<file path="src/hdl/isodt_pkg.sv">
`timescale 1ns / 1ps
// ----------------------------------------------------------------------------
// isodt_pkg
// Shared types, constants and tables of the ISO 8601 timestamp parser.
// ----------------------------------------------------------------------------
package isodt_pkg;

  // Year digits allowed (4..6) and fraction digits kept (1..9).
  localparam int MAX_YEAR_DIGITS = 6;
  localparam int MIN_YEAR_DIGITS = 4;
  localparam int FRAC_DIGITS     = 9;

  // Queue between front and back.
  localparam int QUEUE_DEPTH = 2;
  localparam int QUEUE_PTR_W = (QUEUE_DEPTH > 1) ? $clog2(QUEUE_DEPTH) : 1;
  localparam int QUEUE_CNT_W = $clog2(QUEUE_DEPTH + 1);

  // Character codes.
  localparam logic [7:0] CH_ZERO  = 8'h30;
  localparam logic [7:0] CH_NINE  = 8'h39;
  localparam logic [7:0] CH_DASH  = 8'h2D;
  localparam logic [7:0] CH_PLUS  = 8'h2B;
  localparam logic [7:0] CH_COLON = 8'h3A;
  localparam logic [7:0] CH_DOT   = 8'h2E;
  localparam logic [7:0] CH_T     = 8'h54;
  localparam logic [7:0] CH_Z     = 8'h5A;

  // Resolution codes.
  localparam logic [2:0] RES_INVALID = 3'd0;
  localparam logic [2:0] RES_YEAR    = 3'd1;
  localparam logic [2:0] RES_MONTH   = 3'd2;
  localparam logic [2:0] RES_DAY     = 3'd3;
  localparam logic [2:0] RES_HOUR    = 3'd4;
  localparam logic [2:0] RES_MINUTE  = 3'd5;
  localparam logic [2:0] RES_SECOND  = 3'd6;
  localparam logic [2:0] RES_SUBSEC  = 3'd7;

  // Field limits and defaults.
  localparam logic [6:0] MONTH_MAX = 7'd12;
  localparam logic [6:0] DAY_MAX   = 7'd31;
  localparam logic [6:0] HOUR_MAX  = 7'd24;
  localparam logic [6:0] MIN_MAX   = 7'd60;
  localparam logic [6:0] SEC_MAX   = 7'd61;
  localparam logic signed [20:0] DEFAULT_YEAR = 21'sd1970;

  typedef enum logic [2:0] {
    CC_DIGIT,
    CC_DASH,
    CC_PLUS,
    CC_COLON,
    CC_DOT,
    CC_T,
    CC_Z,
    CC_OTHER
  } char_class_t;

  typedef struct packed {
    char_class_t cls;
    logic [3:0]  digit;
    logic        last;
  } token_t;

  typedef enum logic [10:0] {
    PH_START = 11'b000_0000_0001,
    PH_YEAR  = 11'b000_0000_0010,
    PH_MONTH = 11'b000_0000_0100,
    PH_DAY   = 11'b000_0000_1000,
    PH_HOUR  = 11'b000_0001_0000,
    PH_MIN   = 11'b000_0010_0000,
    PH_SEC   = 11'b000_0100_0000,
    PH_FRAC  = 11'b000_1000_0000,
    PH_ZULU  = 11'b001_0000_0000,
    PH_ZH    = 11'b010_0000_0000,
    PH_ZM    = 11'b100_0000_0000
  } phase_t;

  // Weight of the fraction digit at a given position, in nanoseconds.
  function automatic logic [29:0] frac_weight(input logic [3:0] idx);
    logic [29:0] w;
    case (idx)
      4'd0:    w = 30'd100000000;
      4'd1:    w = 30'd10000000;
      4'd2:    w = 30'd1000000;
      4'd3:    w = 30'd100000;
      4'd4:    w = 30'd10000;
      4'd5:    w = 30'd1000;
      4'd6:    w = 30'd100;
      4'd7:    w = 30'd10;
      4'd8:    w = 30'd1;
      default: w = 30'd0;
    endcase
    return w;
  endfunction

endpackage

</file>
<file path="src/hdl/isodt_front.sv">
`timescale 1ns / 1ps
// ----------------------------------------------------------------------------
// isodt_front
// Accepts text bytes and classifies each into a token for the parser.
// ----------------------------------------------------------------------------
module isodt_front (
  input  logic                 in_valid,
  input  logic [7:0]           char_code,
  input  logic                 last_char,
  output logic                 push_valid,
  output isodt_pkg::token_t    push_token
);

  isodt_pkg::char_class_t cls;

  always_comb begin
    unique case (char_code) inside
      [isodt_pkg::CH_ZERO:isodt_pkg::CH_NINE]: cls = isodt_pkg::CC_DIGIT;
      isodt_pkg::CH_DASH:                      cls = isodt_pkg::CC_DASH;
      isodt_pkg::CH_PLUS:                      cls = isodt_pkg::CC_PLUS;
      isodt_pkg::CH_COLON:                     cls = isodt_pkg::CC_COLON;
      isodt_pkg::CH_DOT:                       cls = isodt_pkg::CC_DOT;
      isodt_pkg::CH_T:                         cls = isodt_pkg::CC_T;
      isodt_pkg::CH_Z:                         cls = isodt_pkg::CC_Z;
      default:                                 cls = isodt_pkg::CC_OTHER;
    endcase
  end

  assign push_valid       = in_valid;
  assign push_token.cls   = cls;
  // low nibble of '0'..'9' is the digit value
  assign push_token.digit = char_code[3:0];
  assign push_token.last  = last_char;

endmodule

</file>
<file path="src/hdl/isodt_queue.sv">
`timescale 1ns / 1ps
// ----------------------------------------------------------------------------
// isodt_queue
// Short token queue between the classifier and the parser.
// ----------------------------------------------------------------------------
module isodt_queue (
  input  logic                 clk,
  input  logic                 rst,
  input  logic                 push_valid,
  output logic                 push_ready,
  input  isodt_pkg::token_t    push_token,
  output logic                 pop_valid,
  input  logic                 pop_ready,
  output isodt_pkg::token_t    pop_token
);

  localparam int PW = isodt_pkg::QUEUE_PTR_W;
  localparam int CW = isodt_pkg::QUEUE_CNT_W;

  isodt_pkg::token_t entry [isodt_pkg::QUEUE_DEPTH];
  logic [PW-1:0] wr_ptr;
  logic [PW-1:0] rd_ptr;
  logic [CW-1:0] count;
  logic          push;
  logic          pop;

  assign push_ready = (count != CW'(isodt_pkg::QUEUE_DEPTH));
  assign pop_valid  = (count != '0);
  assign pop_token  = entry[rd_ptr];
  assign push       = push_valid && push_ready;
  assign pop        = pop_valid && pop_ready;

  always_ff @(posedge clk) begin
    if (rst) begin
      wr_ptr <= '0;
      rd_ptr <= '0;
      count  <= '0;
    end else begin
      if (push) begin
        wr_ptr <= (wr_ptr == PW'(isodt_pkg::QUEUE_DEPTH - 1)) ? '0 : wr_ptr + 1'b1;
      end
      if (pop) begin
        rd_ptr <= (rd_ptr == PW'(isodt_pkg::QUEUE_DEPTH - 1)) ? '0 : rd_ptr + 1'b1;
      end
      if (push && !pop) begin
        count <= count + 1'b1;
      end else if (pop && !push) begin
        count <= count - 1'b1;
      end
    end
  end

  always_ff @(posedge clk) begin
    if (push) begin
      entry[wr_ptr] <= push_token;
    end
  end

endmodule

</file>
<file path="src/hdl/isodt_back.sv">
`timescale 1ns / 1ps
// ----------------------------------------------------------------------------
// isodt_back
// Parser state machine: consumes tokens, builds the fields, and registers
// one result at the end of each text.
// ----------------------------------------------------------------------------
module isodt_back (
  input  logic                 clk,
  input  logic                 rst,
  input  logic                 pop_valid,
  output logic                 pop_ready,
  input  isodt_pkg::token_t    pop_token,
  output logic                 out_valid,
  input  logic                 out_ready,
  output logic [2:0]           resolution,
  output logic signed [20:0]   year,
  output logic [3:0]           month,
  output logic [4:0]           day,
  output logic [4:0]           hour,
  output logic [5:0]           minute,
  output logic [5:0]           whole_seconds,
  output logic [29:0]          fraction_ns,
  output logic signed [5:0]    zone_hours,
  output logic signed [6:0]    zone_minutes
);

  isodt_pkg::phase_t phase, phase_next;
  logic [3:0]  digit_count, digit_count_next;
  logic [20:0] year_accum, year_accum_next;
  logic        year_negative, year_negative_next;
  logic [3:0]  month_reg, month_reg_next;
  logic [4:0]  day_reg, day_reg_next;
  logic [4:0]  hour_reg, hour_reg_next;
  logic [5:0]  minute_reg, minute_reg_next;
  logic [5:0]  seconds_reg, seconds_reg_next;
  logic [29:0] frac_reg, frac_reg_next;
  logic [3:0]  fraction_count, fraction_count_next;
  logic [4:0]  zone_hours_reg, zone_hours_reg_next;
  logic [5:0]  zone_minutes_reg, zone_minutes_reg_next;
  logic        zone_negative, zone_negative_next;
  logic        error_seen, error_seen_next;
  logic [2:0]  resolution_reg, resolution_reg_next;

  logic        go;
  logic        is_dig;
  logic [3:0]  dval;
  logic [6:0]  cur2;
  logic [6:0]  lo2;
  logic [6:0]  hi2;
  logic [6:0]  acc2;
  logic        f2_take;
  logic        f2_err;
  logic [2:0]  end_res;
  logic [2:0]  time_res;

  assign go        = pop_valid && pop_ready;
  // only the final token of a text needs room in the output register
  assign pop_ready = !pop_token.last || !out_valid || out_ready;
  assign is_dig    = (pop_token.cls == isodt_pkg::CC_DIGIT);
  assign dval      = pop_token.digit;

  // shared two-digit field datapath
  always_comb begin
    cur2     = '0;
    lo2      = '0;
    hi2      = '0;
    time_res = isodt_pkg::RES_HOUR;
    unique case (phase)
      isodt_pkg::PH_MONTH: begin
        cur2 = 7'(month_reg);
        lo2  = 7'd1;
        hi2  = isodt_pkg::MONTH_MAX;
      end
      isodt_pkg::PH_DAY: begin
        cur2 = 7'(day_reg);
        lo2  = 7'd1;
        hi2  = isodt_pkg::DAY_MAX;
      end
      isodt_pkg::PH_HOUR: begin
        cur2     = 7'(hour_reg);
        hi2      = isodt_pkg::HOUR_MAX;
        time_res = isodt_pkg::RES_HOUR;
      end
      isodt_pkg::PH_MIN: begin
        cur2     = 7'(minute_reg);
        hi2      = isodt_pkg::MIN_MAX;
        time_res = isodt_pkg::RES_MINUTE;
      end
      isodt_pkg::PH_SEC: begin
        cur2     = 7'(seconds_reg);
        hi2      = isodt_pkg::SEC_MAX;
        time_res = isodt_pkg::RES_SECOND;
      end
      isodt_pkg::PH_ZH: begin
        cur2 = 7'(zone_hours_reg);
        hi2  = isodt_pkg::HOUR_MAX;
      end
      isodt_pkg::PH_ZM: begin
        cur2 = 7'(zone_minutes_reg);
        hi2  = isodt_pkg::MIN_MAX;
      end
      default: begin
        cur2 = '0;
      end
    endcase
    acc2    = 7'(cur2 * 7'd10) + 7'(dval);
    f2_take = (digit_count < 4'd2);
    f2_err  = f2_take && (!is_dig ||
              ((digit_count == 4'd1) && ((acc2 < lo2) || (acc2 > hi2))));
  end

  always_comb begin
    phase_next            = phase;
    digit_count_next      = digit_count;
    year_accum_next       = year_accum;
    year_negative_next    = year_negative;
    month_reg_next        = month_reg;
    day_reg_next          = day_reg;
    hour_reg_next         = hour_reg;
    minute_reg_next       = minute_reg;
    seconds_reg_next      = seconds_reg;
    frac_reg_next         = frac_reg;
    fraction_count_next   = fraction_count;
    zone_hours_reg_next   = zone_hours_reg;
    zone_minutes_reg_next = zone_minutes_reg;
    zone_negative_next    = zone_negative;
    error_seen_next       = error_seen;
    resolution_reg_next   = resolution_reg;

    if (!error_seen) begin
      unique case (phase)
        isodt_pkg::PH_START: begin
          if (pop_token.cls == isodt_pkg::CC_DASH) begin
            year_negative_next = 1'b1;
            phase_next         = isodt_pkg::PH_YEAR;
          end else if (is_dig) begin
            year_accum_next  = 21'(dval);
            digit_count_next = 4'd1;
            phase_next       = isodt_pkg::PH_YEAR;
          end else begin
            error_seen_next = 1'b1;
          end
        end
        isodt_pkg::PH_YEAR: begin
          if (is_dig) begin
            if (digit_count >= 4'(isodt_pkg::MAX_YEAR_DIGITS)) begin
              error_seen_next = 1'b1;
            end else begin
              year_accum_next  = 21'(year_accum * 21'd10) + 21'(dval);
              digit_count_next = digit_count + 4'd1;
            end
          end else if ((pop_token.cls == isodt_pkg::CC_DASH) &&
                       (digit_count >= 4'(isodt_pkg::MIN_YEAR_DIGITS))) begin
            phase_next       = isodt_pkg::PH_MONTH;
            digit_count_next = '0;
          end else begin
            error_seen_next = 1'b1;
          end
        end
        isodt_pkg::PH_MONTH, isodt_pkg::PH_DAY, isodt_pkg::PH_ZH: begin
          if (f2_take) begin
            if (f2_err) begin
              error_seen_next = 1'b1;
            end else begin
              digit_count_next = digit_count + 4'd1;
              if (phase == isodt_pkg::PH_MONTH) begin
                month_reg_next = acc2[3:0];
              end else if (phase == isodt_pkg::PH_DAY) begin
                day_reg_next = acc2[4:0];
              end else begin
                zone_hours_reg_next = acc2[4:0];
              end
            end
          end else begin
            digit_count_next = '0;
            if ((phase == isodt_pkg::PH_MONTH) &&
                (pop_token.cls == isodt_pkg::CC_DASH)) begin
              phase_next = isodt_pkg::PH_DAY;
            end else if ((phase == isodt_pkg::PH_DAY) &&
                         (pop_token.cls == isodt_pkg::CC_T)) begin
              phase_next = isodt_pkg::PH_HOUR;
            end else if ((phase == isodt_pkg::PH_ZH) &&
                         (pop_token.cls == isodt_pkg::CC_COLON)) begin
              phase_next = isodt_pkg::PH_ZM;
            end else begin
              error_seen_next = 1'b1;
            end
          end
        end
        isodt_pkg::PH_HOUR, isodt_pkg::PH_MIN, isodt_pkg::PH_SEC: begin
          if (f2_take) begin
            if (f2_err) begin
              error_seen_next = 1'b1;
            end else begin
              digit_count_next = digit_count + 4'd1;
              if (phase == isodt_pkg::PH_HOUR) begin
                hour_reg_next = acc2[4:0];
              end else if (phase == isodt_pkg::PH_MIN) begin
                minute_reg_next = acc2[5:0];
              end else begin
                seconds_reg_next = acc2[5:0];
              end
            end
          end else begin
            digit_count_next = '0;
            if ((phase == isodt_pkg::PH_HOUR) &&
                (pop_token.cls == isodt_pkg::CC_COLON)) begin
              phase_next = isodt_pkg::PH_MIN;
            end else if ((phase == isodt_pkg::PH_MIN) &&
                         (pop_token.cls == isodt_pkg::CC_COLON)) begin
              phase_next = isodt_pkg::PH_SEC;
            end else if ((phase == isodt_pkg::PH_SEC) &&
                         (pop_token.cls == isodt_pkg::CC_DOT)) begin
              phase_next = isodt_pkg::PH_FRAC;
            end else begin
              // zone entry after a time field
              resolution_reg_next = time_res;
              if (pop_token.cls == isodt_pkg::CC_Z) begin
                phase_next = isodt_pkg::PH_ZULU;
              end else if ((pop_token.cls == isodt_pkg::CC_PLUS) ||
                           (pop_token.cls == isodt_pkg::CC_DASH)) begin
                zone_negative_next = (pop_token.cls == isodt_pkg::CC_DASH);
                phase_next         = isodt_pkg::PH_ZH;
              end else begin
                error_seen_next = 1'b1;
              end
            end
          end
        end
        isodt_pkg::PH_FRAC: begin
          if (is_dig) begin
            // digits past the kept precision are dropped
            if (fraction_count < 4'(isodt_pkg::FRAC_DIGITS)) begin
              frac_reg_next = frac_reg +
                              30'(dval * isodt_pkg::frac_weight(fraction_count));
              fraction_count_next = fraction_count + 4'd1;
            end
          end else if (fraction_count == '0) begin
            error_seen_next = 1'b1;
          end else begin
            resolution_reg_next = isodt_pkg::RES_SUBSEC;
            digit_count_next    = '0;
            if (pop_token.cls == isodt_pkg::CC_Z) begin
              phase_next = isodt_pkg::PH_ZULU;
            end else if ((pop_token.cls == isodt_pkg::CC_PLUS) ||
                         (pop_token.cls == isodt_pkg::CC_DASH)) begin
              zone_negative_next = (pop_token.cls == isodt_pkg::CC_DASH);
              phase_next         = isodt_pkg::PH_ZH;
            end else begin
              error_seen_next = 1'b1;
            end
          end
        end
        isodt_pkg::PH_ZM: begin
          if (f2_take && !f2_err) begin
            zone_minutes_reg_next = acc2[5:0];
            digit_count_next      = digit_count + 4'd1;
          end else begin
            error_seen_next = 1'b1;
          end
        end
        default: begin
          // anything after 'Z' is trailing garbage
          error_seen_next = 1'b1;
        end
      endcase
    end
  end

  // resolution if the text ends after this token
  always_comb begin
    end_res = isodt_pkg::RES_INVALID;
    if (!error_seen_next) begin
      unique case (phase_next)
        isodt_pkg::PH_YEAR: begin
          if (digit_count_next >= 4'(isodt_pkg::MIN_YEAR_DIGITS)) begin
            end_res = isodt_pkg::RES_YEAR;
          end
        end
        isodt_pkg::PH_MONTH: begin
          if (digit_count_next == 4'd2) begin
            end_res = isodt_pkg::RES_MONTH;
          end
        end
        isodt_pkg::PH_DAY: begin
          if (digit_count_next == 4'd2) begin
            end_res = isodt_pkg::RES_DAY;
          end
        end
        isodt_pkg::PH_ZULU: begin
          end_res = resolution_reg_next;
        end
        isodt_pkg::PH_ZH, isodt_pkg::PH_ZM: begin
          if (digit_count_next == 4'd2) begin
            end_res = resolution_reg_next;
          end
        end
        default: begin
          end_res = isodt_pkg::RES_INVALID;
        end
      endcase
    end
  end

  always_ff @(posedge clk) begin
    if (rst || (go && pop_token.last)) begin
      phase            <= isodt_pkg::PH_START;
      digit_count      <= '0;
      year_accum       <= '0;
      year_negative    <= 1'b0;
      month_reg        <= '0;
      day_reg          <= '0;
      hour_reg         <= '0;
      minute_reg       <= '0;
      seconds_reg      <= '0;
      frac_reg         <= '0;
      fraction_count   <= '0;
      zone_hours_reg   <= '0;
      zone_minutes_reg <= '0;
      zone_negative    <= 1'b0;
      error_seen       <= 1'b0;
      resolution_reg   <= '0;
    end else if (go) begin
      phase            <= phase_next;
      digit_count      <= digit_count_next;
      year_accum       <= year_accum_next;
      year_negative    <= year_negative_next;
      month_reg        <= month_reg_next;
      day_reg          <= day_reg_next;
      hour_reg         <= hour_reg_next;
      minute_reg       <= minute_reg_next;
      seconds_reg      <= seconds_reg_next;
      frac_reg         <= frac_reg_next;
      fraction_count   <= fraction_count_next;
      zone_hours_reg   <= zone_hours_reg_next;
      zone_minutes_reg <= zone_minutes_reg_next;
      zone_negative    <= zone_negative_next;
      error_seen       <= error_seen_next;
      resolution_reg   <= resolution_reg_next;
    end
  end

  always_ff @(posedge clk) begin
    if (rst) begin
      out_valid <= 1'b0;
    end else if (go && pop_token.last) begin
      out_valid <= 1'b1;
    end else if (out_ready) begin
      out_valid <= 1'b0;
    end
  end

  always_ff @(posedge clk) begin
    if (go && pop_token.last) begin
      resolution <= end_res;
      if (end_res == isodt_pkg::RES_INVALID) begin
        year          <= isodt_pkg::DEFAULT_YEAR;
        month         <= 4'd1;
        day           <= 5'd1;
        hour          <= '0;
        minute        <= '0;
        whole_seconds <= '0;
        fraction_ns   <= '0;
        zone_hours    <= '0;
        zone_minutes  <= '0;
      end else begin
        year          <= year_negative_next ? -$signed(year_accum_next)
                                            : $signed(year_accum_next);
        month         <= (end_res >= isodt_pkg::RES_MONTH)  ? month_reg_next : 4'd1;
        day           <= (end_res >= isodt_pkg::RES_DAY)    ? day_reg_next : 5'd1;
        hour          <= (end_res >= isodt_pkg::RES_HOUR)   ? hour_reg_next : 5'd0;
        minute        <= (end_res >= isodt_pkg::RES_MINUTE) ? minute_reg_next : 6'd0;
        whole_seconds <= (end_res >= isodt_pkg::RES_SECOND) ? seconds_reg_next : 6'd0;
        fraction_ns   <= (end_res >= isodt_pkg::RES_SUBSEC) ? frac_reg_next : 30'd0;
        zone_hours    <= zone_negative_next ? -$signed({1'b0, zone_hours_reg_next})
                                            : $signed({1'b0, zone_hours_reg_next});
        zone_minutes  <= zone_negative_next ? -$signed({1'b0, zone_minutes_reg_next})
                                            : $signed({1'b0, zone_minutes_reg_next});
      end
    end
  end

endmodule

</file>
<file path="src/hdl/iso8601_datetime_parser_core.sv">
`timescale 1ns / 1ps
// ----------------------------------------------------------------------------
// iso8601_datetime_parser_core
// Streaming ISO 8601 timestamp parser: one character in, one result per text.
// ----------------------------------------------------------------------------
// Feed the text one byte per request on the input channel and raise last_char
// on its final byte; exactly one result request follows for each text, in
// order. Accepted form: optional '-', a year of 4 to MAX_YEAR_DIGITS digits,
// then optionally -MM, -DD, THH, :MM, :SS and .fraction, each only after the
// one before it. Once an hour is given a zone is required: 'Z', or '+'/'-'
// with two hour digits and optional :MM; both zone fields carry the zone's
// sign. Invalid text returns resolution 0 with year 1970, month and day 1 and
// everything else 0. The fraction is reported in nanoseconds; digits beyond
// FRAC_DIGITS are dropped. Throughput is one character per cycle sustained:
// the classifier, the two-entry token queue and the parser each move one
// character a cycle, and the parser's per-character step (one two-digit
// field update plus one fraction digit weight) sets that figure. With an empty
// queue, the final character is held in a queue entry and then in the result
// register. The parser stalls only when a final character meets a result that
// has not yet been taken; input keeps flowing into the queue until it fills.
// ----------------------------------------------------------------------------
module iso8601_datetime_parser_core (
  input  logic                 clk,
  input  logic                 rst,
  // text bytes
  input  logic                 in_valid,
  output logic                 in_ready,
  input  logic [7:0]           char_code,
  input  logic                 last_char,
  // parsed results
  output logic                 out_valid,
  input  logic                 out_ready,
  output logic [2:0]           resolution,
  output logic signed [20:0]   year,
  output logic [3:0]           month,
  output logic [4:0]           day,
  output logic [4:0]           hour,
  output logic [5:0]           minute,
  output logic [5:0]           whole_seconds,
  output logic [29:0]          fraction_ns,
  output logic signed [5:0]    zone_hours,
  output logic signed [6:0]    zone_minutes
);

  logic              push_valid;
  isodt_pkg::token_t push_token;
  logic              pop_valid;
  logic              pop_ready;
  isodt_pkg::token_t pop_token;

  // front: character classification
  isodt_front u_front (
    .in_valid   (in_valid),
    .char_code  (char_code),
    .last_char  (last_char),
    .push_valid (push_valid),
    .push_token (push_token)
  );

  // decoupling queue; its free space is the input ready
  isodt_queue u_queue (
    .clk        (clk),
    .rst        (rst),
    .push_valid (push_valid),
    .push_ready (in_ready),
    .push_token (push_token),
    .pop_valid  (pop_valid),
    .pop_ready  (pop_ready),
    .pop_token  (pop_token)
  );

  // back: parse state machine and result register
  isodt_back u_back (
    .clk           (clk),
    .rst           (rst),
    .pop_valid     (pop_valid),
    .pop_ready     (pop_ready),
    .pop_token     (pop_token),
    .out_valid     (out_valid),
    .out_ready     (out_ready),
    .resolution    (resolution),
    .year          (year),
    .month         (month),
    .day           (day),
    .hour          (hour),
    .minute        (minute),
    .whole_seconds (whole_seconds),
    .fraction_ns   (fraction_ns),
    .zone_hours    (zone_hours),
    .zone_minutes  (zone_minutes)
  );

endmodule

</file>
<file path="config.mk">
export PLATFORM = sky130hd
export DESIGN_NAME = iso8601_datetime_parser_core
export DESIGN_NICKNAME = d
export VERILOG_FILES = /design/src/hdl/isodt_pkg.sv /design/src/hdl/isodt_front.sv /design/src/hdl/isodt_queue.sv /design/src/hdl/isodt_back.sv /design/src/hdl/iso8601_datetime_parser_core.sv
export SDC_FILE = /design/constraint.sdc
export NUM_CORES = 1
export LEC_CHECK = 0
export ABC_CLOCK_PERIOD_IN_PS = 11000
export BUFFER_PORTS_ARGS = -buffer_cell sky130_fd_sc_hd__buf_2
export CORE_MARGIN = 1.5
export CORE_UTILIZATION = 50
export CTS_CLUSTER_DIAMETER = 100
export DETAILED_ROUTE_END_ITERATION = 10
export HOLD_SLACK_MARGIN = 0.1
export PLACE_DENSITY_LB_ADDON = 0.12
export SLEW_MARGIN = 15
export SYNTH_ARGS = -nofsm -noshare
export SYNTH_HDL_FRONTEND = slang
export SYNTH_SLANG_ARGS = --single-unit
</file>
<file path="constraint.sdc">
create_clock -name clk -period 11 [get_ports clk]
set_input_delay 1.65 -clock clk [delete_from_list [all_inputs] [get_ports clk]]
set_output_delay 1.65 -clock clk [all_outputs]
set_load 0.05 [all_outputs]
</file>
## Word-level counts from Yosys, hierarchy flattened

Memory sizes are Yosys's and may differ from the RTL's. A register that Yosys moved wholly into a read port is not among the register bits.
Index checks and enable logic that the tools add are counted.

| cells by class | value |
|---|---|
| muxes and demuxes | 149 |
| bitwise gates (word level) | 8 |
| multipliers | 3 |
| reduce and logical (&&, ||, !) cells | 49 |
| equal/unequal tests | 31 |
| $lt $le $gt $ge | 15 |
| $add $sub $neg | 12 |

Operators with widths:

| operator | number |
|---|---|
| 2-to-1 mux 30 bit | 8 |
| 2-to-1 mux 11 bit | 17 |
| 2-to-1 mux 21 bit | 6 |
| 2-to-1 mux 6 bit | 16 |
| 2-to-1 mux 5 bit | 18 |
| 2-to-1 mux 4 bit | 18 |
| case mux 11 bit (5 select lines) | 1 |
| 2-to-1 mux 1 bit | 42 |
| case mux 21 bit (2 select lines) | 1 |
| case mux 6 bit (7 select lines) | 1 |
| equality test 8 x 6 -> 1 bit (second input constant) | 4 |
| adder 30 bit | 1 |
| multiplier 4 x 30 -> 30 bit | 1 |
| case mux 6 bit (5 select lines) | 1 |
| 2-to-1 mux 3 bit | 9 |
| equality test 11 x 10 -> 1 bit (second input constant) | 2 |
| equality test 11 bit (second input constant) | 2 |
| equality test 11 x 2 -> 1 bit (second input constant) | 2 |
| equality test 11 x 3 -> 1 bit (second input constant) | 2 |
| equality test 11 x 4 -> 1 bit (second input constant) | 2 |
| OR reduction 2 bit | 11 |
| adder 21 x 4 -> 21 bit | 1 |
| multiplier 21 x 3 -> 20 bit (second input constant) | 1 |
| negator 21 bit | 1 |
| other kinds (48) | 99 |

| word-level totals | value |
|---|---|
| word-level logic and storage cells | 301 |
| output and inout bits | 95 |
| RAM bits | 16 |
| memory bits (read-only) | 400 |
| memories kept | 2 |
| input port bits | 13 |
| bits in registers | 211 |

Memory list:

| memory | words | width | read ports | clocked after memory_dff | wr ports | RTL line | source |
|---|---|---|---|---|---|---|---|
| (name not given) | 16 | 25 | 1 | 1 | 0 | isodt_pkg.sv:80 | `case (idx)` |
| u_queue.entry | 2 | 8 | 1 | 1 | 1 | isodt_queue.sv:20 | `isodt_pkg::token_t entry [isodt_pkg::QUEUE_DEPTH];` |

## Longest topological paths before layout

Gate-level depths: netlist of run 1.

| depth | value |
|---|---|
| depth in word-level cells | 21 |
| gate-level depth with buffers | 30 |
| mapped depth without buffers | 27 |

## By module

Synthesis of run 1 repeated with hierarchy kept, for this count alone.

| unflattened totals | value |
|---|---|
| cell total of the unflattened synthesis | 2,053 |
| area total of the unflattened synthesis | 18,054.8 µm² |

By module, submodules not included:

| module | area an instance (µm²) | cells an instance | times used | seq. area each (µm²) |
|---|---|---|---|---|
| isodt_back | 17,031.3 | 1,972 | 1 | 5,475.3 |
| isodt_queue | 805.8 | 49 | 1 | 580.6 |
| isodt_front | 217.7 | 32 | 1 | 0.0 |

## Worst setup path before layout of run 1

OpenSTA, ideal clock, no wires.

| timing path | value |
|---|---|
| path type | in2reg |
| from | input out_ready |
| to | register with a tool-made name |
| library setup time | 0.119 ns |
| data required time | 10.881 ns |
| stages | 10 |
| arrival | 7.531 ns |
| path slack | 3.350 ns |
| path buffers | 0 |
| path through | nand2b_1 > o22a_1 > inv_1 > nor2_1 > nor2_1 > nand2_1 > inv_1 > ha_1 > nand2_1 > a21oi_1 |

RTL lines:

| item | RTL line | source |
|---|---|---|
| from (decl) | iso8601_datetime_parser_core.sv:32 | `input logic out_ready,` |

## Worst setup path after layout of run 1

| timing path | value |
|---|---|
| from | register u_back.phase[6] |
| to | register u_back.fraction_ns[3], data pin |

| between the ends | value |
|---|---|
| word-level cells in the longest chain between the ends | 21 |
| elaborated cells on any way between the ends | 98 |
| those cells by class | add/sub (1); mul (1); order compare (4); eq/ne (17); mux (53); bitwise (1); reduce/logical (21) |

Ends and longest elaborated chain:

| item | RTL line | source |
|---|---|---|
| from (decl) | isodt_back.sv:27 | `isodt_pkg::phase_t phase, phase_next;` |
| from (signal assigned) | isodt_back.sv:307 | `phase <= isodt_pkg::PH_START;` |
| from (signal assigned) | isodt_back.sv:324 | `phase <= phase_next;` |
| equality test 11 bit, or another cell as far along | isodt_back.sv:68, isodt_back.sv:131 |  |
| case mux 6 bit (7 select lines) | isodt_back.sv:68 | `unique case (phase)` |
| multiplier 6 x 3 -> 6 bit | isodt_back.sv:106 | `acc2 = 7'(cur2 * 7'd10) + 7'(dval);` |
| adder 7 x 4 -> 7 bit | isodt_back.sv:106 |  |
| less-than comparator 7 x 1 -> 1 bit / > comparator 7 x 6 -> 1 bit (equally long branches) | isodt_back.sv:109 | `((digit_count == 4'd1) && ((acc2 < lo2) \|\| (acc2 > hi2))));` |
| logical OR 1 bit | isodt_back.sv:109 |  |
| logical AND 1 bit | isodt_back.sv:109 |  |
| logical OR 1 bit | isodt_back.sv:108 | `f2_err = f2_take && (!is_dig \|\|` |
| [... 5 more ...] | - |  |
| 2-to-1 mux 4 bit | isodt_back.sv:130 | `if (!error_seen) begin` |
| >= comparator 4 x 3 -> 1 bit / equality test 4 x 2 -> 1 bit (equally long branches) | - |  |
| 2-to-1 mux 1 bit, or another cell as far along | isodt_back.sv:276 | `if (digit_count_next >= 4'(isodt_pkg::MIN_YEAR_DIGITS)) begin` |
| case mux 3 bit (5 select lines) | isodt_back.sv:274 | `unique case (phase_next)` |
| 2-to-1 mux 3 bit | isodt_back.sv:273 | `if (!error_seen_next) begin` |
| >= comparator 3 bit | isodt_back.sv:374 | `fraction_ns <= (end_res >= isodt_pkg::RES_SUBSEC) ? frac_reg_next : 30'd0;` |
| NOT 1 bit (no line) | - |  |
| OR reduction 2 bit (no line) | - |  |
| to (signal assigned) | isodt_back.sv:374 |  |
| to (decl) | isodt_back.sv:22 | `output logic [29:0] fraction_ns,` |

Parallel ways exist; a longest one is shown, timed or not.
A chain may end at the register's enable or synchronous reset.

==> summary.md, run 1 <==
| Metric | Value |
|---|---|
| Relative slew slack | `between 20% and 30%` |
| RSZ-0062 raised after global routing | `false` |
| VDD IR-drop max | `roughly 0.00021 V` |
| Reg area | `a little over 6000 um^2` |
| Final std cell area, no fill | `approximately 20000 um^2` |
| Residual DRC count | `0` |
| Vias in the first global route | `about 15000` |
| Post-synth EDFFs | `approximately 110` |
| Placed cells | `around 2600` |
| Int Pwr | `a little over 0.003 W` |
| DRT Wirelength | `about 52 mm` |
| Initial DRT Pass Iterations | `5` |
| Chip Height | `195 um` |
| Adder-Cell Fraction of Synth Area | `between 10% and 20%` |
| Logic pwr share | `roughly 60%` |
| GRT Total Usage | `between 20% and 30%` |
| Die Wd | `195 um` |
| GPL Wtd Cong | `approximately 0.95` |
| Worst EP arrival | `roughly 9 ns` |
| Hold Vio Cnt, Final | `0` |
| Hold_sp | `u_back.frac_reg[3]` |
| Layout cells sized above 1 | `between 10% and 20%` |
| R2R setup slack | `2.64 ns` |
| Wire per inst | `between 15 and 20 um` |
| Switching Share | `between 40% and 50%` |
| PwrDens | `287 nW/um^2` |
| Startpoint types | `flop` |
| Min cycle time layout | `approximately 8.4 ns` |
| CORE AREA | `about 37000 um^2` |
| Vias/cell | `around 6.0` |
| First-pass GRT wire length | `83.6 mm` |
| Fmax | `between 100 and 150 MHz` |
| Area of the multi-input gates | `around 12000 um^2` |
| Filler Cells Inserted | `3386` |
| Syn_area_per_cell | `~8.7 um^2` |
| CTS clk-pin slew, worst paths | `~0.06 ns` |
| Pre-CTS WS | `about 2.6 ns` |
| Max Slew Vio Count | `0` |
| Tcrit/Tclk final | `around 76%` |
| CTS buffer count | `30` |
| CP top delay family | `simple AND/OR/NAND/NOR gates` |
| Initial core utilization | `roughly 51%` |
| Synth Instances | `2129` |
| NetSw | `around 0.0028 W` |
| Leak pwr | `just under 8 nW` |
| Worst setup endpoint | `u_back.fraction_ns[3]` |
| Resized Gates After CTS | `0` |
| Final Instance Count excl. Fillers | `approximately 2700` |
| Crit-path cells | `or4b_2 > nor3_1 > nand2_1 > and4_1 > inv_1 > ha_1 > ha_1 > fa_1 > xor2_1 > inv_1 > ha_1 > nand3_1 > o22ai_1 > a31oi_1 > a311o_1 > o21ba_2 > mux2i_1 > a211oi_2 > a211oi_1 > nor4bb_1 > a31o_2 > nand4_2 > a211oi_2` |
| Worst EP required | `11.39 ns` |
| DIE AREA | `38200 um^2` |
| Worst hold path class | `flop to flop` |
| Dpl cell area | `19300 um^2` |
| R2R Path End | `u_back.fraction_ns[3]` |
| Setup violators final | `0` |
| Layout area overhead | `10.1%` |
| Outcome | `finished, final reports clean` |
| Sequential share of power | `22.4%` |
| CTS max path bufs | `3` |
| Levels on crit path | `23` |
| Clock Root Buffer | `clkbuf_16` |
| WP buf/inv | `2` |
| Crit Path Class | `flop to flop` |
| Buffers on Ports | `107` |
| Slowest CP cell | `nand4_2` |
| Largest family of logic cells by synthesized area | `simple AND/OR/NAND/NOR gates` |
| Setup Total Neg Slack | `0 ns` |
| Setup crit start | `u_back.phase[6]` |
| Post-DP HPWL | `roughly 38 mm` |
| Via count | `16000` |
| XOR/XNOR share of the synthesized area | `~4.7%` |
| Final ANT Viol Nets | `0` |
| Syn_nets | `between 2000 and 2500` |
| Initial antenna violation count | `0` |
| FF-to-FF path depth | `23` |
| Worst skew pair latency | `0.58 ns` |
| Total congestion overflow | `0` |
| Largest net degree at the start of global routing | `between 80 and 90` |
| Crit path max fanout | `30` |
| Total Power | `slightly below 0.006 W` |
| Cts hold-fix bufs | `0` |
| Synth Warn # | `0` |
| Netlist cell types | `between 90 and 100` |
| Most common cell on crit path | `ha_1` |
| Clock share of power | `17.8%` |
| Worst r2r src | `u_back.phase[6]` |
| Antenna diodes | `0` |
| Synthesized area | `around 18000 um^2` |
| Synth Area in Simple Gates | `between 20% and 30%` |
| Io pins | `108` |
| Crit path largest cell delay | `approximately 0.85 ns` |
| Fin nets | `about 2400` |
| CTS tree | `yes` |
| Top_reg_cell synth | `dfxtp_1` |
| Multiplexer share of the synthesized area | `around 2.0%` |
| Tightest Pin Transition | `roughly 1.1 ns` |
| DRT iter0 DRCs | `1070` |
| Endpoint type of the worst setup path | `flop` |
| # rows | `70` |
| Clock tree sinks | `approximately 250` |
| Setup WS post-layout | `2.64 ns` |
| Max-cap violations | `0` |
| Post-synth ARST share | `0%` |
| Complex-gate fraction of the synthesized area | `between 10% and 20%` |
| CTS H-tree lvls | `1` |
| Post-CTS Setup Bufs | `0` |
| Seq/Total Area, Yosys | `between 30% and 40%` |
| Register bit total from synthesis | `between 200 and 250` |
| Clock Skew | `0.0306 ns` |
## worst min-delay path by stage
stage,endpoint,cells after the start
detailed placement,u_back.frac_reg[3],2
finish,u_back.frac_reg[3],2
CTS,u_back.frac_reg[3],2
global placement,u_back.frac_reg[3],2
floorplan,u_back.resolution_reg[2],2
global route,u_back.frac_reg[3],2
## cells by family (layout without fill, tap and decap cells)
logic type / Yosys count / count (layout)
compound gates: 497 / 497
xor+xnor: 98 / 98
mux: 36 / 36
fa+ha+maj: 178 / 178
buf+inv: 237 / 308
simple gates: 835 / 835
flops: 248 / 248
## cell usage after synthesis, types with 23 or more instances
| master | number | area [um^2] |
|---|---|---|
| mux2i_1 | 30 | 300 |
| nor2b_1 | 23 | 144 |
| edfxtp_1 | 109 | 3270 |
| nor4_1 | 23 | 144 |
| nand3_1 | 53 | 265 |
| a21oi_1 | 154 | 771 |
| nor3_1 | 77 | 385 |
| a21o_1 | 24 | 180 |
| o21ai_0 | 70 | 350 |
| xor2_1 | 40 | 350 |
| nor2_1 | 244 | 916 |
| clkbuf_1 | 87 | 327 |
| fa_1 | 74 | 1480 |
| xnor2_1 | 57 | 499 |
| dfxtp_1 | 139 | 2780 |
| inv_1 | 125 | 469 |
| ha_1 | 104 | 1300 |
| a211oi_1 | 66 | 495 |
| nand2_1 | 210 | 788 |
| and2_1 | 44 | 275 |
## worst reg2reg max path, cell delays in order, from the launching register on
cell and delay (ns):
dfxtp_1 0.75, or4b_2 0.68, nor3_1 0.47, nand2_1 0.10
and4_1 0.25, inv_1 0.10, ha_1 0.24, ha_1 0.21
fa_1 0.51, xor2_1 0.59, inv_1 0.14, ha_1 0.35
nand3_1 0.10, o22ai_1 0.07, a31oi_1 0.20, a311o_1 0.22
o21ba_2 0.19, mux2i_1 0.36, a211oi_2 0.19, a211oi_1 0.34
nor4bb_1 0.44, a31o_2 0.32, nand4_2 0.85, a211oi_2 0.50
## through the flow
step,hold slack (ns),util (%)
3_5_place_dp,0.444,52.9
5_1_grt,0.471,55.8
6_report,0.453,55.8
3_3_place_gp,0.438,52.9
4_1_cts,0.452,55.8
2_1_floorplan,0.429,-
## routing by layer
| metal | vias up | GRT usage [%] | wire [um] |
|---|---|---|---|
| met2 | 479 | 43.6 | 23200 |
| met5 | - | 0 | 0 |
| met1 | 7664 | 38.2 | 23800 |
| met3 | 97 | 3.66 | 2940 |
| li1 | 7764 | - | - |
| met4 | 0 | 8.87 | 1650 |
## cells in the final DEF (no fill, tap or decap), drive strengths merged, types with 57 or more instances in the layout
cell type,netlist,layout
a211oi,69,69
a21oi,156,156
buf,23,126
dfxtp,139,139
edfxtp,109,109
fa,74,74
ha,104,104
inv,125,126
nand2,210,210
nor2,245,245
nor3,79,79
o21ai,71,71
xnor2,57,57
## power groups by stage
stage          clock network, W  registers (W)  logic [W]
5_1_grt                 0.00110        0.00133    0.00392
6_report                0.00104        0.00131    0.00350
3_3_place_gp                  0        0.00132    0.00344
4_1_cts                 0.00106        0.00131    0.00349
3_5_place_dp                  0        0.00132    0.00346
2_1_floorplan                 0        0.00153    0.00252
## cell type report
type / count / share of cell area (%)
Multi-Input combinational cell: 1644 / 56.6
Inverter: 127 / 2.34
Clock inverter: 15 / 0.921
Tap cell: 468 / 2.87
Sequential cell: 248 / 29.7
Clock buffer: 40 / 4.23
Timing Repair Buffer: 126 / 3.33
No activity file was read; power rests on OpenSTA's default activity.
==> run 2, diff against run 1 <==
--- a/config.mk
+++ b/config.mk
@@ -5,7 +5,8 @@
 export SDC_FILE = /design/constraint.sdc
 export NUM_CORES = 1
 export LEC_CHECK = 0
-export ABC_CLOCK_PERIOD_IN_PS = 11000
+export ABC_AREA = 1
+export ABC_CLOCK_PERIOD_IN_PS = 8600
 export BUFFER_PORTS_ARGS = -buffer_cell sky130_fd_sc_hd__buf_2
 export CORE_MARGIN = 1.5
 export CORE_UTILIZATION = 50
==> constraint.sdc (replaced) <==
create_clock -name clk -period 8.6 [get_ports clk]
set_input_delay 1.29 -clock clk [delete_from_list [all_inputs] [get_ports clk]]
set_output_delay 1.29 -clock clk [all_outputs]
set_load 0.05 [all_outputs]
==> run 2 against run 1 <==
- the flow now finishes with violations (DRC)
- register-to-register slack worse by 1.0 ns
- largest cell class unchanged
- critical path type unchanged
- synthesized cell count rose by 14%
- non-clock buffer count down 10
- critical endpoint is now u_back.fraction_ns[25]
- highest routed layer unchanged
==> summary.md, run 2 <==
| Metric | Value |
|---|---|
| Outcome | `complete, but fails checks` |
| Failing checks | `DRC` |
| Synth area leaders | `edfxtp_1 (18%), dfxtp_1 (15%), nand2_1 (9.5%), inv_1 (9.0%), fa_1 (8.2%)` |
| Initial antenna violation count | `1 (+1)` |
| Top-area cell type share of the netlist area | `18.0% (+0.34 points)` |
| Register bit total from synthesis | `248 (unchanged)` |
| Syn_area_per_cell | `7.50 um^2 (-14%)` |
| Tcrit/Tclk final | `81.1% (+5.1 points)` |
| RSZ-0062 raised after global routing | `false` |
| Initial core utilization | `50.9% (+0.25 points)` |
| Most frequent cells in the layout | `nand2_1 (460), inv_1 (431), nor2_1 (251)` |
| Clock Root Buffer | `clkbuf_16` |
| Final std cell area, no fill | `20100 um^2 (-1.5%)` |
| Post-CTS Setup Bufs | `0 (unchanged)` |
| Post-synth ARST share | `0% (unchanged)` |
| Worst EP arrival | `7.26 ns (-1.49 ns)` |
| CTS H-tree lvls | `1 (unchanged)` |
| Synth Instances | `2419 (+14%)` |
| Synthesized area | `18100 um^2 (-1.9%)` |
| Dpl cell area | `19100 um^2 (-1.4%)` |
| Clock tree sinks | `248 (unchanged)` |
| DRT Wirelength | `47.2 mm (-8.6%)` |
| Slowest CP cell | `dfxtp_1` |
| Max Slew Vio Count | `0 (unchanged)` |
| GRT Total Usage | `25.3% (-2.0 points)` |
| CTS tree | `yes` |
| Vias/cell | `5.34 (-11%)` |
| Die Wd | `194 um (-0.93%)` |
| Tightest Pin Transition | `1.06 ns (-0.0810 ns)` |
| Cts hold-fix bufs | `0 (unchanged)` |
| Fmax | `143 MHz (+20%)` |
| Hold_sp | `u_queue.rd_ptr` |
| Hold Vio Cnt, Final | `0 (unchanged)` |
| Wire per inst | `15.8 um (-18%)` |
| Setup Total Neg Slack | `0 ns (unchanged)` |
| Synth Warn # | `0 (unchanged)` |
| Resized Gates After CTS | `0 (unchanged)` |
| Final ANT Viol Nets | `0 (unchanged)` |
| First-pass GRT wire length | `77.5 mm (-7.3%)` |
| DIE AREA | `37400 um^2 (-1.9%)` |
| Netlist cell types | `59 (-40%)` |
| Filler Cells Inserted | `3341 (-1.3%)` |
| CORE AREA | `35700 um^2 (-2.4%)` |
| Initial DRT Pass Iterations | `8 (+3)` |
| Chip Height | `194 um (-0.93%)` |
| Antenna diodes | `0 (unchanged)` |
| Syn_nets | `2610 (+13%)` |
| WP buf/inv | `5 (+3)` |
| Min cycle time layout | `6.98 ns (-1.38 ns)` |
| CP top delay family | `simple AND/OR/NAND/NOR gates` |
| Crit path max fanout | `15 (-50%)` |
| # rows | `69 (-1.4%)` |
| Fin nets | `2697 (+14%)` |
| Crit path largest cell delay | `0.54 ns (-0.31 ns)` |
| Io pins | `108 (unchanged)` |
| Startpoint types | `flop` |
| Dominant cell by count in the synthesized netlist | `nand2_1` |
| Seq/Total Area, Yosys | `33.4% (+0.63 points)` |
| Worst skew pair latency | `0.58 ns (about the same)` |
| Endpoint type of the worst setup path | `flop` |
| Total congestion overflow | `0 (unchanged)` |
| Vias in the first global route | `15200 (-1.9%)` |
| Residual DRC count | `9 (+9)` |
| Max-cap violations | `0 (unchanged)` |
| CTS buffer count | `29 (-3.3%)` |
| Clock Skew | `0.0302 ns (-0.000417 ns)` |
| Worst hold path class | `flop to flop` |
| Via count | `16000 (-0.30%)` |
| Worst EP required | `8.88 ns (-2.51 ns)` |
| Post-synth top area cell | `edfxtp_1` |
| Crit Path Class | `flop to flop` |
| Relative slew slack | `29.4% (+6.3 points)` |
| Most common cell on crit path | `nand2_1` |
| CTS clk-pin slew, worst paths | `0.06 ns (about the same)` |
| Layout cells sized above 1 | `10.0% (-0.17 points)` |
| Setup violators final | `0 (unchanged)` |
| CTS max path bufs | `3 (unchanged)` |
| Post-DP HPWL | `35.1 mm (-8.5%)` |
| Post-synth EDFFs | `109 (unchanged)` |
| GPL Wtd Cong | `0.978 (+3.0%)` |
| Top_reg_cell synth | `dfxtp_1` |
| DRT iter0 DRCs | `1050 (-1.9%)` |
| Layout area overhead | `10.5%` |
| Buffers on Ports | `107 (unchanged)` |
| Largest net degree at the start of global routing | `83 (unchanged)` |
| Commonest cells post-synth | `nand2_1 (460), inv_1 (433), nor2_1 (251), o21ai_0 (193), a21oi_1 (150)` |
| Final cell utilization of the core | `56.2% (+0.48 points)` |
| Commonest non-fill, non-tap cell in the layout | `nand2_1` |
run 2: path summary, 6_finish.rpt:
kind                                  to  slack [ns]  cells after the start
hold / removal                      flop        0.47                      1
setup reg to reg  u_back.fraction_ns[25]        1.62                     33
hold reg to reg                     flop        0.47                      1
setup / recovery  u_back.fraction_ns[25]        1.62                     33
run 2: metrics by stage:
step,cells,worst slack [ns],hold slack [ns]
after CTS,2989,1.60,0.469
after detailed placement,2936,1.67,0.455
final,2989,1.62,0.472
after global placement,2936,1.69,0.438
after global routing,2989,1.16,0.507
after floorplan,2419,3.02,0.425
run 2: kinds of logic after synthesis:
family | Yosys count | synth area share, %
xor gates and xnor gates | 70 | 3.38
AOI/OAI and AO/OA | 449 | 13.8
buffers and inverters | 512 | 11.0
muxes | 8 | 0.441
DFF | 248 | 33.4
adders and majority gates | 178 | 15.3
and+or+nand+nor | 954 | 22.7
run 2: layout make-up:
type / instances / area [um^2] / share of cell area [%]
inverters: 452 / 1710 / 8.51
flip-flops and latches: 248 / 6060 / 30.2
multi-input cells: 1659 / 10100 / 50.4
repair buffers: 116 / 603 / 3.01
clock inverters: 21 / 259 / 1.29
clock buffers: 32 / 737 / 3.67
well taps: 461 / 577 / 2.88
run 2: layer usage:
metal	GRT usage, %	wire [um]	share of wire [%]	vias to the layer above
met1	34.6	21100	45	7348
li1	-	-	-	7992
met4	8.17	1480	3.1	0
met2	41.4	21300	45	523
met5	0	0	0	-
met3	3.52	3270	6.9	93
Power of run 2 is left out: the tool's default activity adds up to more than one toggle a clock period on the data nets, which glitch-free logic cannot reach.
